<file path="config.mk">
export PLATFORM = sky130hd
export DESIGN_NAME = hypotenuse_to_sixteenths_unit
export DESIGN_NICKNAME = d
export VERILOG_FILES = /design/src/rtl/htsu_pkg.sv /design/src/rtl/htsu_front.sv /design/src/rtl/htsu_root_cell.sv /design/src/rtl/htsu_ladder.sv /design/src/rtl/hypotenuse_to_sixteenths_unit.sv
export VERILOG_INCLUDE_DIRS = /design/src /design/src/rtl
export SDC_FILE = /design/constraint.sdc
export NUM_CORES = 2
export LEC_CHECK = 0
export BUFFER_PORTS_ARGS = -buffer_cell sky130_fd_sc_hd__buf_2
export CAP_MARGIN = 20
export CORE_AREA = 10 10 547 549
export CTS_CLUSTER_SIZE = 20
export DETAILED_ROUTE_END_ITERATION = 16
export DIE_AREA = 0 0 557 559
export PLACE_DENSITY_LB_ADDON = 0.05
export RECOVER_POWER = 50
export SYNTH_ARGS = -nofsm -noshare
export SYNTH_HDL_FRONTEND = slang
export SYNTH_SLANG_ARGS = --single-unit
</file>
<file path="constraint.sdc">
create_clock -name clk -period 99.8 [get_ports clk]
set_input_delay 29.94 -clock clk [delete_from_list [all_inputs] [get_ports clk]]
set_output_delay 29.94 -clock clk [all_outputs]
set_load 0.01 [all_outputs]
</file>
<file path="src/rtl/hypotenuse_to_sixteenths_unit_macros.svh">
// Assertion macros shared by the hypotenuse unit RTL.
`ifndef HYPOTENUSE_TO_SIXTEENTHS_UNIT_MACROS_SVH
`define HYPOTENUSE_TO_SIXTEENTHS_UNIT_MACROS_SVH

// Same-cycle implication, sampled on clk, masked during reset
`define HTSU_ASSERT_NOW(name, ante, cons, msg) \
    name: assert property (@(posedge clk) disable iff (!rst_n) (ante) |-> (cons)) \
        else $error(msg);

// Next-cycle implication, sampled on clk, masked during reset
`define HTSU_ASSERT_NEXT(name, ante, cons, msg) \
    name: assert property (@(posedge clk) disable iff (!rst_n) (ante) |=> (cons)) \
        else $error(msg);

`endif

</file>
<file path="src/rtl/htsu_pkg.sv">
// Shared widths, types, ladder constants and functions for the hypotenuse unit.
`default_nettype none

package htsu_pkg;

    localparam int INCH_BITS          = 12;
    localparam int ROOT_FRACTION_BITS = 16;

    // leg in sixteenths, its square, the sum of two squares
    localparam int LEG_W       = INCH_BITS + 4;
    localparam int SQ_W        = 2 * LEG_W;
    localparam int SUM_W       = SQ_W + 1;
    localparam int SUM_PAIRS   = (SUM_W + 1) / 2;
    localparam int EXTRA_PAIRS = ROOT_FRACTION_BITS - 4;
    localparam int RAD_W       = 2 * SUM_PAIRS;

    // one root cell per result bit
    localparam int ROOT_STEPS = SUM_PAIRS + EXTRA_PAIRS;
    localparam int Q_W        = ROOT_STEPS;
    localparam int R_W        = Q_W + 1;
    localparam int RP_W       = R_W + 2;

    // result fields
    localparam int HYP_INCH_W = Q_W - ROOT_FRACTION_BITS;
    localparam int CODE_W     = 4;

    // ladder
    localparam int LADDER_SCALE = 10000;
    localparam int SCALE_W      = 14;
    localparam int IDX_W        = 14;
    localparam int PROD_W       = ROOT_FRACTION_BITS + SCALE_W;
    localparam int NUM_RUNGS    = 15;
    localparam logic [IDX_W-1:0] CARRY_LIMIT = IDX_W'(9700);
    localparam logic [IDX_W-1:0] RUNGS [NUM_RUNGS] = '{
        IDX_W'(311),  IDX_W'(926),  IDX_W'(1561), IDX_W'(2181), IDX_W'(2811),
        IDX_W'(3431), IDX_W'(4061), IDX_W'(4681), IDX_W'(5311), IDX_W'(5931),
        IDX_W'(6561), IDX_W'(7181), IDX_W'(7811), IDX_W'(8431), IDX_W'(9061)
    };

    // stream data widths, whole bytes
    localparam int IN_TDATA_W  = ((2 * LEG_W + 7) / 8) * 8;
    localparam int OUT_FIELD_W = HYP_INCH_W + CODE_W;
    localparam int OUT_TDATA_W = ((OUT_FIELD_W + 7) / 8) * 8;

    // partial root travelling along the cell row
    typedef struct packed {
        logic             valid;
        logic [RAD_W-1:0] rad;
        logic [Q_W-1:0]   q;
        logic [R_W-1:0]   r;
    } root_lane_t;

    // finished result
    typedef struct packed {
        logic                  valid;
        logic [HYP_INCH_W-1:0] inches;
        logic [CODE_W-1:0]     sixteenths;
    } hyp_result_t;

    // number of rungs at or below the index
    function automatic logic [CODE_W-1:0] ladder_code(input logic [IDX_W-1:0] idx);
        logic [CODE_W-1:0] cnt;
        cnt = '0;
        for (int i = 0; i < NUM_RUNGS; i++)
        begin
            if (idx >= RUNGS[i])
            begin
                cnt = cnt + 1'b1;
            end
        end
        return cnt;
    endfunction

endpackage

`default_nettype wire

</file>
<file path="src/rtl/htsu_front.sv">
// Front stages: form both legs, square them, add the squares.
`default_nettype none

module htsu_front
    import htsu_pkg::*;
(
    input  wire logic                 clk,
    input  wire logic                 rst_n,
    input  wire logic                 en,
    input  wire logic                 in_valid,
    input  wire logic [INCH_BITS-1:0] leg_a_inches,
    input  wire logic [3:0]           leg_a_sixteenths,
    input  wire logic [INCH_BITS-1:0] leg_b_inches,
    input  wire logic [3:0]           leg_b_sixteenths,
    output root_lane_t                lane
);

    logic [LEG_W-1:0] leg_a;
    logic [LEG_W-1:0] leg_b;
    logic [SQ_W-1:0]  sq_a_reg;
    logic [SQ_W-1:0]  sq_a_next;
    logic [SQ_W-1:0]  sq_b_reg;
    logic [SQ_W-1:0]  sq_b_next;
    logic             sq_valid_reg;
    logic [SUM_W-1:0] sum_reg;
    logic [SUM_W-1:0] sum_next;
    logic             sum_valid_reg;

    // form legs in sixteenths and square them
    assign leg_a     = {leg_a_inches, leg_a_sixteenths};
    assign leg_b     = {leg_b_inches, leg_b_sixteenths};
    assign sq_a_next = SQ_W'(leg_a) * SQ_W'(leg_a);
    assign sq_b_next = SQ_W'(leg_b) * SQ_W'(leg_b);
    assign sum_next  = SUM_W'(sq_a_reg) + SUM_W'(sq_b_reg);

    // advance valid flags
    always_ff @(posedge clk or negedge rst_n)
    begin
        if (!rst_n)
        begin
            sq_valid_reg  <= 1'b0;
            sum_valid_reg <= 1'b0;
        end
        else if (en)
        begin
            sq_valid_reg  <= in_valid;
            sum_valid_reg <= sq_valid_reg;
        end
    end

    // advance payload
    always_ff @(posedge clk)
    begin
        if (en)
        begin
            sq_a_reg <= sq_a_next;
            sq_b_reg <= sq_b_next;
            sum_reg  <= sum_next;
        end
    end

    // hand the radicand to the first root cell
    always_comb
    begin
        lane.valid = sum_valid_reg;
        lane.rad   = RAD_W'(sum_reg);
        lane.q     = '0;
        lane.r     = '0;
    end

endmodule

`default_nettype wire

</file>
<file path="src/rtl/htsu_root_cell.sv">
// One restoring square-root cell: consumes two radicand bits, yields one root bit.
`default_nettype none

module htsu_root_cell
    import htsu_pkg::*;
(
    input  wire logic clk,
    input  wire logic rst_n,
    input  wire logic en,
    input  wire root_lane_t lane_in,
    output root_lane_t lane_out
);

    logic             valid_reg;
    logic [RAD_W-1:0] rad_reg;
    logic [RAD_W-1:0] rad_next;
    logic [Q_W-1:0]   q_reg;
    logic [Q_W-1:0]   q_next;
    logic [R_W-1:0]   r_reg;
    logic [R_W-1:0]   r_next;
    logic [RP_W-1:0]  rem_trial;
    logic [RP_W-1:0]  sub_val;

    // bring down the top pair and try to subtract 4q+1
    always_comb
    begin
        rem_trial = {lane_in.r, lane_in.rad[RAD_W-1 -: 2]};
        sub_val   = RP_W'({lane_in.q, 2'b01});
        rad_next  = {lane_in.rad[RAD_W-3:0], 2'b00};
        if (rem_trial >= sub_val)
        begin
            r_next = R_W'(rem_trial - sub_val);
            q_next = {lane_in.q[Q_W-2:0], 1'b1};
        end
        else
        begin
            r_next = R_W'(rem_trial);
            q_next = {lane_in.q[Q_W-2:0], 1'b0};
        end
    end

    // hold valid flag
    always_ff @(posedge clk or negedge rst_n)
    begin
        if (!rst_n)
        begin
            valid_reg <= 1'b0;
        end
        else if (en)
        begin
            valid_reg <= lane_in.valid;
        end
    end

    // hold partial root
    always_ff @(posedge clk)
    begin
        if (en)
        begin
            rad_reg <= rad_next;
            q_reg   <= q_next;
            r_reg   <= r_next;
        end
    end

    always_comb
    begin
        lane_out.valid = valid_reg;
        lane_out.rad   = rad_reg;
        lane_out.q     = q_reg;
        lane_out.r     = r_reg;
    end

endmodule

`default_nettype wire

</file>
<file path="src/rtl/htsu_ladder.sv">
// Ladder stage: scale the root fraction, map it to a sixteenths code, apply carry.
`default_nettype none

module htsu_ladder
    import htsu_pkg::*;
(
    input  wire logic  clk,
    input  wire logic  rst_n,
    input  wire logic  en,
    input  wire root_lane_t lane_in,
    output hyp_result_t res
);

    logic                  valid_reg;
    logic [PROD_W-1:0]     prod_reg;
    logic [PROD_W-1:0]     prod_next;
    logic [HYP_INCH_W-1:0] whole_reg;
    logic [IDX_W-1:0]      idx;

    assign prod_next = PROD_W'(lane_in.q[ROOT_FRACTION_BITS-1:0])
                       * PROD_W'(LADDER_SCALE);

    // hold valid flag
    always_ff @(posedge clk or negedge rst_n)
    begin
        if (!rst_n)
        begin
            valid_reg <= 1'b0;
        end
        else if (en)
        begin
            valid_reg <= lane_in.valid;
        end
    end

    // hold scaled fraction and whole inches
    always_ff @(posedge clk)
    begin
        if (en)
        begin
            prod_reg  <= prod_next;
            whole_reg <= lane_in.q[Q_W-1:ROOT_FRACTION_BITS];
        end
    end

    // look up code, carry into the next inch near the top
    always_comb
    begin
        idx       = IDX_W'(prod_reg[PROD_W-1:ROOT_FRACTION_BITS]);
        res.valid = valid_reg;
        if (idx > CARRY_LIMIT)
        begin
            res.inches     = whole_reg + 1'b1;
            res.sixteenths = '0;
        end
        else
        begin
            res.inches     = whole_reg;
            res.sixteenths = ladder_code(idx);
        end
    end

endmodule

`default_nettype wire

</file>
<file path="src/rtl/hypotenuse_to_sixteenths_unit.sv">
// Top level: hypotenuse of two legs in inches and sixteenths, rounded to a sixteenths code.
//
//  channel   | direction | request contents (low bit up)
//  ----------+-----------+----------------------------------------------------------
//  s_axis    | in        | leg_a_inches, leg_a_sixteenths, leg_b_inches, leg_b_sixteenths
//  m_axis    | out       | hypot_inches, hypot_sixteenths, zero pad
//
// One request per cycle sustained while the skid register is empty; a request accepted
// shows on m_axis_tvalid through 33 register stages: two front stages (squares, sum), one
// root cell per result bit (29 cells), one ladder stage and the output register.
// Reset clears all valid flags; payload registers are not reset.
// A skid register behind the output holds one request while m_axis stalls; the
// cell row freezes only once the skid register is full.
`default_nettype none
`include "hypotenuse_to_sixteenths_unit_macros.svh"

module hypotenuse_to_sixteenths_unit
    import htsu_pkg::*;
(
    input  wire logic                   clk,
    input  wire logic                   rst_n,
    input  wire logic                   s_axis_tvalid,
    output logic                        s_axis_tready,
    // leg_a_inches, leg_a_sixteenths, leg_b_inches, leg_b_sixteenths
    input  wire logic [IN_TDATA_W-1:0]  s_axis_tdata,
    output logic                        m_axis_tvalid,
    input  wire logic                   m_axis_tready,
    // hypot_inches, hypot_sixteenths, zero pad
    output logic [OUT_TDATA_W-1:0]      m_axis_tdata
);

    root_lane_t  lanes [ROOT_STEPS+1];
    hyp_result_t lad_res;
    logic        en;

    logic                  out_valid_reg;
    logic [HYP_INCH_W-1:0] out_inches_reg;
    logic [CODE_W-1:0]     out_code_reg;
    logic                  skid_valid_reg;
    logic [HYP_INCH_W-1:0] skid_inches_reg;
    logic [CODE_W-1:0]     skid_code_reg;

    // pipeline advances whenever the skid register is free
    assign en            = !skid_valid_reg;
    assign s_axis_tready = en;

    htsu_front u_front (
        .clk              (clk),
        .rst_n            (rst_n),
        .en               (en),
        .in_valid         (s_axis_tvalid),
        .leg_a_inches     (s_axis_tdata[INCH_BITS-1:0]),
        .leg_a_sixteenths (s_axis_tdata[LEG_W-1:INCH_BITS]),
        .leg_b_inches     (s_axis_tdata[LEG_W+INCH_BITS-1:LEG_W]),
        .leg_b_sixteenths (s_axis_tdata[2*LEG_W-1:LEG_W+INCH_BITS]),
        .lane             (lanes[0])
    );

    // row of root cells, one result bit each
    for (genvar g = 0; g < ROOT_STEPS; g++)
    begin : g_cell
        htsu_root_cell u_cell (
            .clk      (clk),
            .rst_n    (rst_n),
            .en       (en),
            .lane_in  (lanes[g]),
            .lane_out (lanes[g+1])
        );
    end

    htsu_ladder u_ladder (
        .clk     (clk),
        .rst_n   (rst_n),
        .en      (en),
        .lane_in (lanes[ROOT_STEPS]),
        .res     (lad_res)
    );

    // output and skid control
    always_ff @(posedge clk or negedge rst_n)
    begin
        if (!rst_n)
        begin
            out_valid_reg  <= 1'b0;
            skid_valid_reg <= 1'b0;
        end
        else if (en && lad_res.valid)
        begin
            if (out_valid_reg && !m_axis_tready)
            begin
                skid_valid_reg <= 1'b1;
            end
            else
            begin
                out_valid_reg <= 1'b1;
            end
        end
        else if (m_axis_tready)
        begin
            if (skid_valid_reg)
            begin
                skid_valid_reg <= 1'b0;
            end
            else
            begin
                out_valid_reg <= 1'b0;
            end
        end
    end

    // output and skid payload
    always_ff @(posedge clk)
    begin
        if (en && lad_res.valid)
        begin
            if (out_valid_reg && !m_axis_tready)
            begin
                skid_inches_reg <= lad_res.inches;
                skid_code_reg   <= lad_res.sixteenths;
            end
            else
            begin
                out_inches_reg <= lad_res.inches;
                out_code_reg   <= lad_res.sixteenths;
            end
        end
        else if (m_axis_tready && skid_valid_reg)
        begin
            out_inches_reg <= skid_inches_reg;
            out_code_reg   <= skid_code_reg;
        end
    end

    assign m_axis_tvalid = out_valid_reg;
    assign m_axis_tdata  = {(OUT_TDATA_W - OUT_FIELD_W)'(0), out_code_reg, out_inches_reg};

    `HTSU_ASSERT_NOW(a_skid_behind_out, skid_valid_reg, out_valid_reg,
        "skid full with output empty")
    `HTSU_ASSERT_NEXT(a_stall_fills_skid,
        en && lad_res.valid && out_valid_reg && !m_axis_tready, skid_valid_reg,
        "stalled result not caught by skid")
    `HTSU_ASSERT_NEXT(a_skid_drains, skid_valid_reg && m_axis_tready,
        !skid_valid_reg && out_valid_reg, "skid did not drain on ready")

endmodule

`default_nettype wire
</file>
### After elaboration in Yosys (flattened, before gate mapping)

Index checks and enable logic that the tools add are counted.

* $add $sub $neg: 44
* multipliers: 3
* $lt $le $gt $ge: 45
* equality and inequality tests: 3
* muxes and demuxes: 100
* reduce and logical (&&, ||, !) cells: 11

Operators with widths (number)
* 30-bit 2-to-1 mux: 27
* 4-bit 2-to-1 mux: 31
* 14-bit by 13-bit >= comparator with 1-bit output (second input constant): 6
* 16-bit by 16-bit multiplier with 32-bit output: 2
* 4-bit by 1-bit adder with 4-bit output (second input constant): 14
* 14-bit by 12-bit >= comparator with 1-bit output (second input constant): 4
* 13-bit 2-to-1 mux: 3
* 1-bit 2-to-1 mux: 38
* 32-bit by 32-bit adder with 33-bit output: 1
* 32-bit by 10-bit >= comparator with 1-bit output: 1
* 32-bit by 11-bit >= comparator with 1-bit output: 1
* 32-bit by 12-bit >= comparator with 1-bit output: 1
* 32-bit by 13-bit >= comparator with 1-bit output: 1
* 32-bit by 14-bit >= comparator with 1-bit output: 1
* 32-bit by 15-bit >= comparator with 1-bit output: 1
* 32-bit by 16-bit >= comparator with 1-bit output: 1
* 32-bit by 17-bit >= comparator with 1-bit output: 1
* 32-bit by 18-bit >= comparator with 1-bit output: 1
* 32-bit by 19-bit >= comparator with 1-bit output: 1
* 32-bit by 20-bit >= comparator with 1-bit output: 1
* 32-bit by 21-bit >= comparator with 1-bit output: 1
* 32-bit by 22-bit >= comparator with 1-bit output: 1
* 32-bit by 23-bit >= comparator with 1-bit output: 1
* 32-bit by 24-bit >= comparator with 1-bit output: 1
* other kinds (57): 65

* register bits: 1723
* input port bits: 36
* output and inout bits: 26
* logic and storage cells: 334

### Longest topological paths before layout

* depth after elaboration: 47
* gate-level depth with buffers: 42
* depth with buffers taken out: 41

### Hierarchy

From an unflattened synthesis, not the netlist that was laid out.

* cell total of the unflattened synthesis: 15244
* area total of the unflattened synthesis: 170791.3 sq um

By module, submodules not included
* htsu_root_cell: instances 29, cells an instance 431, area each 4972.3 sq um, seq. area each 2757.6 sq um
* htsu_front: instances 1, cells an instance 2058, area each 19591.3 sq um, seq. area each 2902.8 sq um
* htsu_ladder: instances 1, cells an instance 614, area each 5561.6 sq um, seq. area each 835.8 sq um
* hypotenuse_to_sixteenths_unit: instances 1, cells an instance 73, area each 1442.6 sq um, seq. area each 1071.0 sq um

### Worst setup path after synthesis

OpenSTA, ideal clock, no wires.

* path type: register -> output
* from: reg skid_valid_reg
* to: out s_axis_tready
* arrival time: 31.160 ns
* required time: 69.860 ns
* path slack: 38.700 ns
* cell stages (with the launch flop): 3
* buffers on the path: 1
* cell sequence: dfrtp_1 -> clkbuf_1 -> inv_1

* word-level cells in the longest chain between the ends: 1

Ends and longest elaborated chain
* from (decl): line hypotenuse_to_sixteenths_unit.sv:39 `logic skid_valid_reg;`
* from (signal assigned): line hypotenuse_to_sixteenths_unit.sv:85 `skid_valid_reg <= 1'b0;`
* from (signal assigned): line hypotenuse_to_sixteenths_unit.sv:91 `skid_valid_reg <= 1'b1;`
* from (signal assigned): line hypotenuse_to_sixteenths_unit.sv:102 `skid_valid_reg <= 1'b0;`
* 1-bit zero test: line hypotenuse_to_sixteenths_unit.sv:44 `assign en = !skid_valid_reg;`
* to (decl): line hypotenuse_to_sixteenths_unit.sv:23 `output logic s_axis_tready,`

Every way passes these cells.

### Final worst setup path

* from: in s_axis_tdata[16]
* to: reg u_front.sq_b_reg[30] (data pin)

* word-level cells in the longest chain between the ends: 1

Ends and longest elaborated chain
* from (decl): line hypotenuse_to_sixteenths_unit.sv:25 `input wire logic [IN_TDATA_W-1:0] s_axis_tdata,`
* 16-bit by 16-bit multiplier with 32-bit output: line htsu_front.sv:33 `assign sq_b_next = SQ_W'(leg_b) * SQ_W'(leg_b);`
* named net u_front.sq_b_next[30]: line htsu_front.sv:23 `logic [SQ_W-1:0] sq_b_next;`
* to (signal assigned): line htsu_front.sv:57 `sq_b_reg <= sq_b_next;`
* to (decl): line htsu_front.sv:22 `logic [SQ_W-1:0] sq_b_reg;`

The timed path passes the listed nets, and every way through them passes these cells.
A chain may end at the register's enable or synchronous reset.

==> flow_metrics.env <==
export IMPL_yosys_top_cells_area="edfxtp_1 (49%), ha_1 (9.4%), fa_1 (7.5%)"
export IMPL_outcome="complete, but fails checks"
export IMPL_rsz0062_at_grt="no"
export IMPL_fp_coreArea_mm2=0.288
export IMPL_ys_types=107
export IMPL_ant_nets=0
export IMPL_num_vias=61500
export IMPL_gr_usage_met3_pct=1.65
export IMPL_post_cts_resized=0
export IMPL_track_usage_pct=13.5
export IMPL_timing_final_max_slew_violations=1066
export IMPL_finalHoldViolCount=0
export IMPL_grt_util_met1_pct=18.0
export IMPL_drive_gt1_share_pct=6.60
export IMPL_cts_sinks=1664
export IMPL_setup_viol=0
export IMPL_synth_warnings=0
export IMPL_ys_seq_area_share_pct=49.7
export IMPL_synth_largest_area_cell="edfxtp_1"
export IMPL_synth_top_area_share_pct=48.9
export IMPL_worstHoldPathType="reg -> reg"
export IMPL_vdd_drop_max_v=0.0000239
export IMPL_maxCapViolations=14
export IMPL_stdcell_count=12800
export IMPL_startpoint_type="primary input"
export IMPL_violations="max-capacitance violations, max-slew violations"
export IMPL_drt_iter0_drc=3217
export IMPL_synth_most_common_cell="edfxtp_1"
export IMPL_end_kind="register"
export IMPL_synth_area_mm2=0.100
export IMPL_dpl_worst_slack_ns=62.52
export IMPL_slew_headroom_pct=-483
export IMPL_clkLatencyLatePin_ns=0.85
export IMPL_antenna_found_initial=2
export IMPL_fin_crit_ns=36.33
export IMPL_ios=62
export IMPL_powerDensity_mw_per_mm2=33.8
export IMPL_r2r_slack_ns=87.14
export IMPL_fp_row_count=197
export IMPL_skew_ns=0.0595
export IMPL_dieHeight_um=559
export IMPL_crit_fanout=14
export IMPL_grt_first_pass_wirelength_um=348000
export IMPL_fin_tns_setup_ns=0
export IMPL_finalNetCount=10000
export IMPL_syn_area_per_cell_um2=11.5
export IMPL_drcViolationCount=0
export IMPL_synth_async_reset_ratio_pct=2.04
export IMPL_finalCritPeriodShare_pct=36.4
export IMPL_required_ns=100.40
export IMPL_root_buffer="clkbuf_16"
export IMPL_grt_busiest_layer="met2"
export IMPL_postCtsHoldBufs=0
export IMPL_grt_max_degree=169
export IMPL_largest_reg_flops=767
export IMPL_path_clk_slew_ns=0.06
export IMPL_synth_edf_count=1630
export IMPL_ys_flop_type="edfxtp_1"
export IMPL_worstPathArrival_ns=36.93
export IMPL_place_port_buffers=54
export IMPL_leakagePower_nw=46.7
export IMPL_cts_tree="done"
export IMPL_globalRouteOverflowTotal=0
export IMPL_die_area_mm2=0.311
export IMPL_cts_setup_buffers=0
export IMPL_start_util_pct=34.8
export IMPL_ys_ff_latch=1664
export IMPL_clockBufferDepth=4
export IMPL_fmax_ghz=0.0275
export IMPL_grt_pass1_vias=63500
export IMPL_fin_ws_ns=63.47
export IMPL_netlist_instances=8696
export IMPL_drt_pass1_iterations=5
export IMPL_viasPerCell=4.82
export IMPL_drt_wl_total_um=214000
export IMPL_dp_cells=12400
export IMPL_routabilityCongestion=0.802
export IMPL_tightest_slew_ns=8.74
export IMPL_syn_to_final_growth_pct=11.1
export IMPL_cts_inserted_buffers=204
export IMPL_dieWidth_um=557
export IMPL_use_met2_pct=23.3
export IMPL_htreeDepth=4
export IMPL_path_class="in -> reg"
export IMPL_post_drt_wl_per_cell_um=16.8
export IMPL_dp_hpwl_um=163000
export IMPL_yosys_top_cells_count="edfxtp_1 (1630), inv_1 (1148), ha_1 (755)"
==> cell families after synthesis <==
| family | share of synthesized area, % |
|---|---|
| simple gates | 10.8 |
| compound gates | 9.65 |
| xor+xnor | 6.33 |
| fa+ha+maj | 16.9 |
| flops | 49.7 |
| other cells | 0.00374 |
| mux | 1.60 |
| buf+inv | 5.08 |
==> layer usage <==
| layer | up-vias | wire length [µm] |
|---|---|---|
| met1 | 29600 | 99000 |
| met2 | 727 | 104000 |
| li1 | 30900 | - |
| met5 | - | 0 |
| met3 | 272 | 6190 |
| met4 | 0 | 4840 |
==> cell usage in the layout, fill, tap and decap left out, types with 92 or more instances in the layout <==
cell type,n
mux2_2,131
edfxtp_1,1630
a21o_1,131
a21oi_1,416
inv_1,1148
xor2_1,289
nor3_1,195
o21a_1,97
nand3_1,115
xnor2_1,414
and2_1,150
ha_1,755
nor2_1,494
nand2_1,636
nor4_1,95
nand2b_1,92
o21ai_0,392
o31ai_1,93
fa_1,373
clkbuf_16,205
==> worst max-delay path: stages <==
cell and delay, ns:
buf_2 0.30, inv_1 0.24, nor2_1 0.26, fa_1 0.46, inv_1 0.09, fa_1 0.42, fa_1 0.51, inv_1 0.05
fa_1 0.47, inv_1 0.05, fa_1 0.53, inv_1 0.05, fa_1 0.47, ha_1 0.23, or3_1 0.36, a211o_1 0.34
or3_1 0.32, a211oi_1 0.31, nor3_1 0.15, a311oi_1 0.40, o21ai_0 0.31, a21oi_1 0.28, o41ai_1 0.12, a21oi_1 0.18
xnor2_1 0.08
==> through the flow <==
step / power, mW / util, % / instance area [µm²] / hold slack [ns]
after CTS: 3.81 / 38.7 / 111000 / 0.386
after floorplan: 3.00 / - / 100000 / 0.400
final: 3.76 / 38.7 / 111000 / 0.375
after detailed placement: 3.07 / 36.5 / 105000 / 0.405
after global placement: 3.05 / 36.5 / 105000 / 0.400
after global routing: 4.08 / 38.7 / 111000 / 0.401
==> path summary, 6_finish.rpt <==
kind	start	end	cells after the start
max	s_axis_tdata[16]	u_front.sq_b_reg[30]	25
min	g_cell[5].u_cell.rad_reg[20]	g_cell[6].u_cell.rad_reg[22]	0
max reg2reg	skid_valid_reg	g_cell[4].u_cell.q_reg[2]	5
min reg2reg	g_cell[5].u_cell.rad_reg[20]	g_cell[6].u_cell.rad_reg[22]	0
max in group asynchronous	rst_n	g_cell[28].u_cell.valid_reg	1
min in group asynchronous	rst_n	u_front.sq_valid_reg	1
==> final cells by class <==
type,instances,area [µm²]
fill,27700,176000
antenna,1,2.50
sequential,1664,49800
timing repair buffer,107,624
multi-input combinational,5705,45400
inverter,1154,4330
clock inverter,108,1080
tap,3781,4730
clock buffer,252,5310
==> report_power, final <==
part           leakage [nW]  switching, mW  internal (mW)
combinational          27.9          0.918          0.648
clock                  3.11          0.288          0.429
sequential             15.7          0.184           1.29
total                  46.7           1.39           2.37
(Power assumes the default switching activity.)
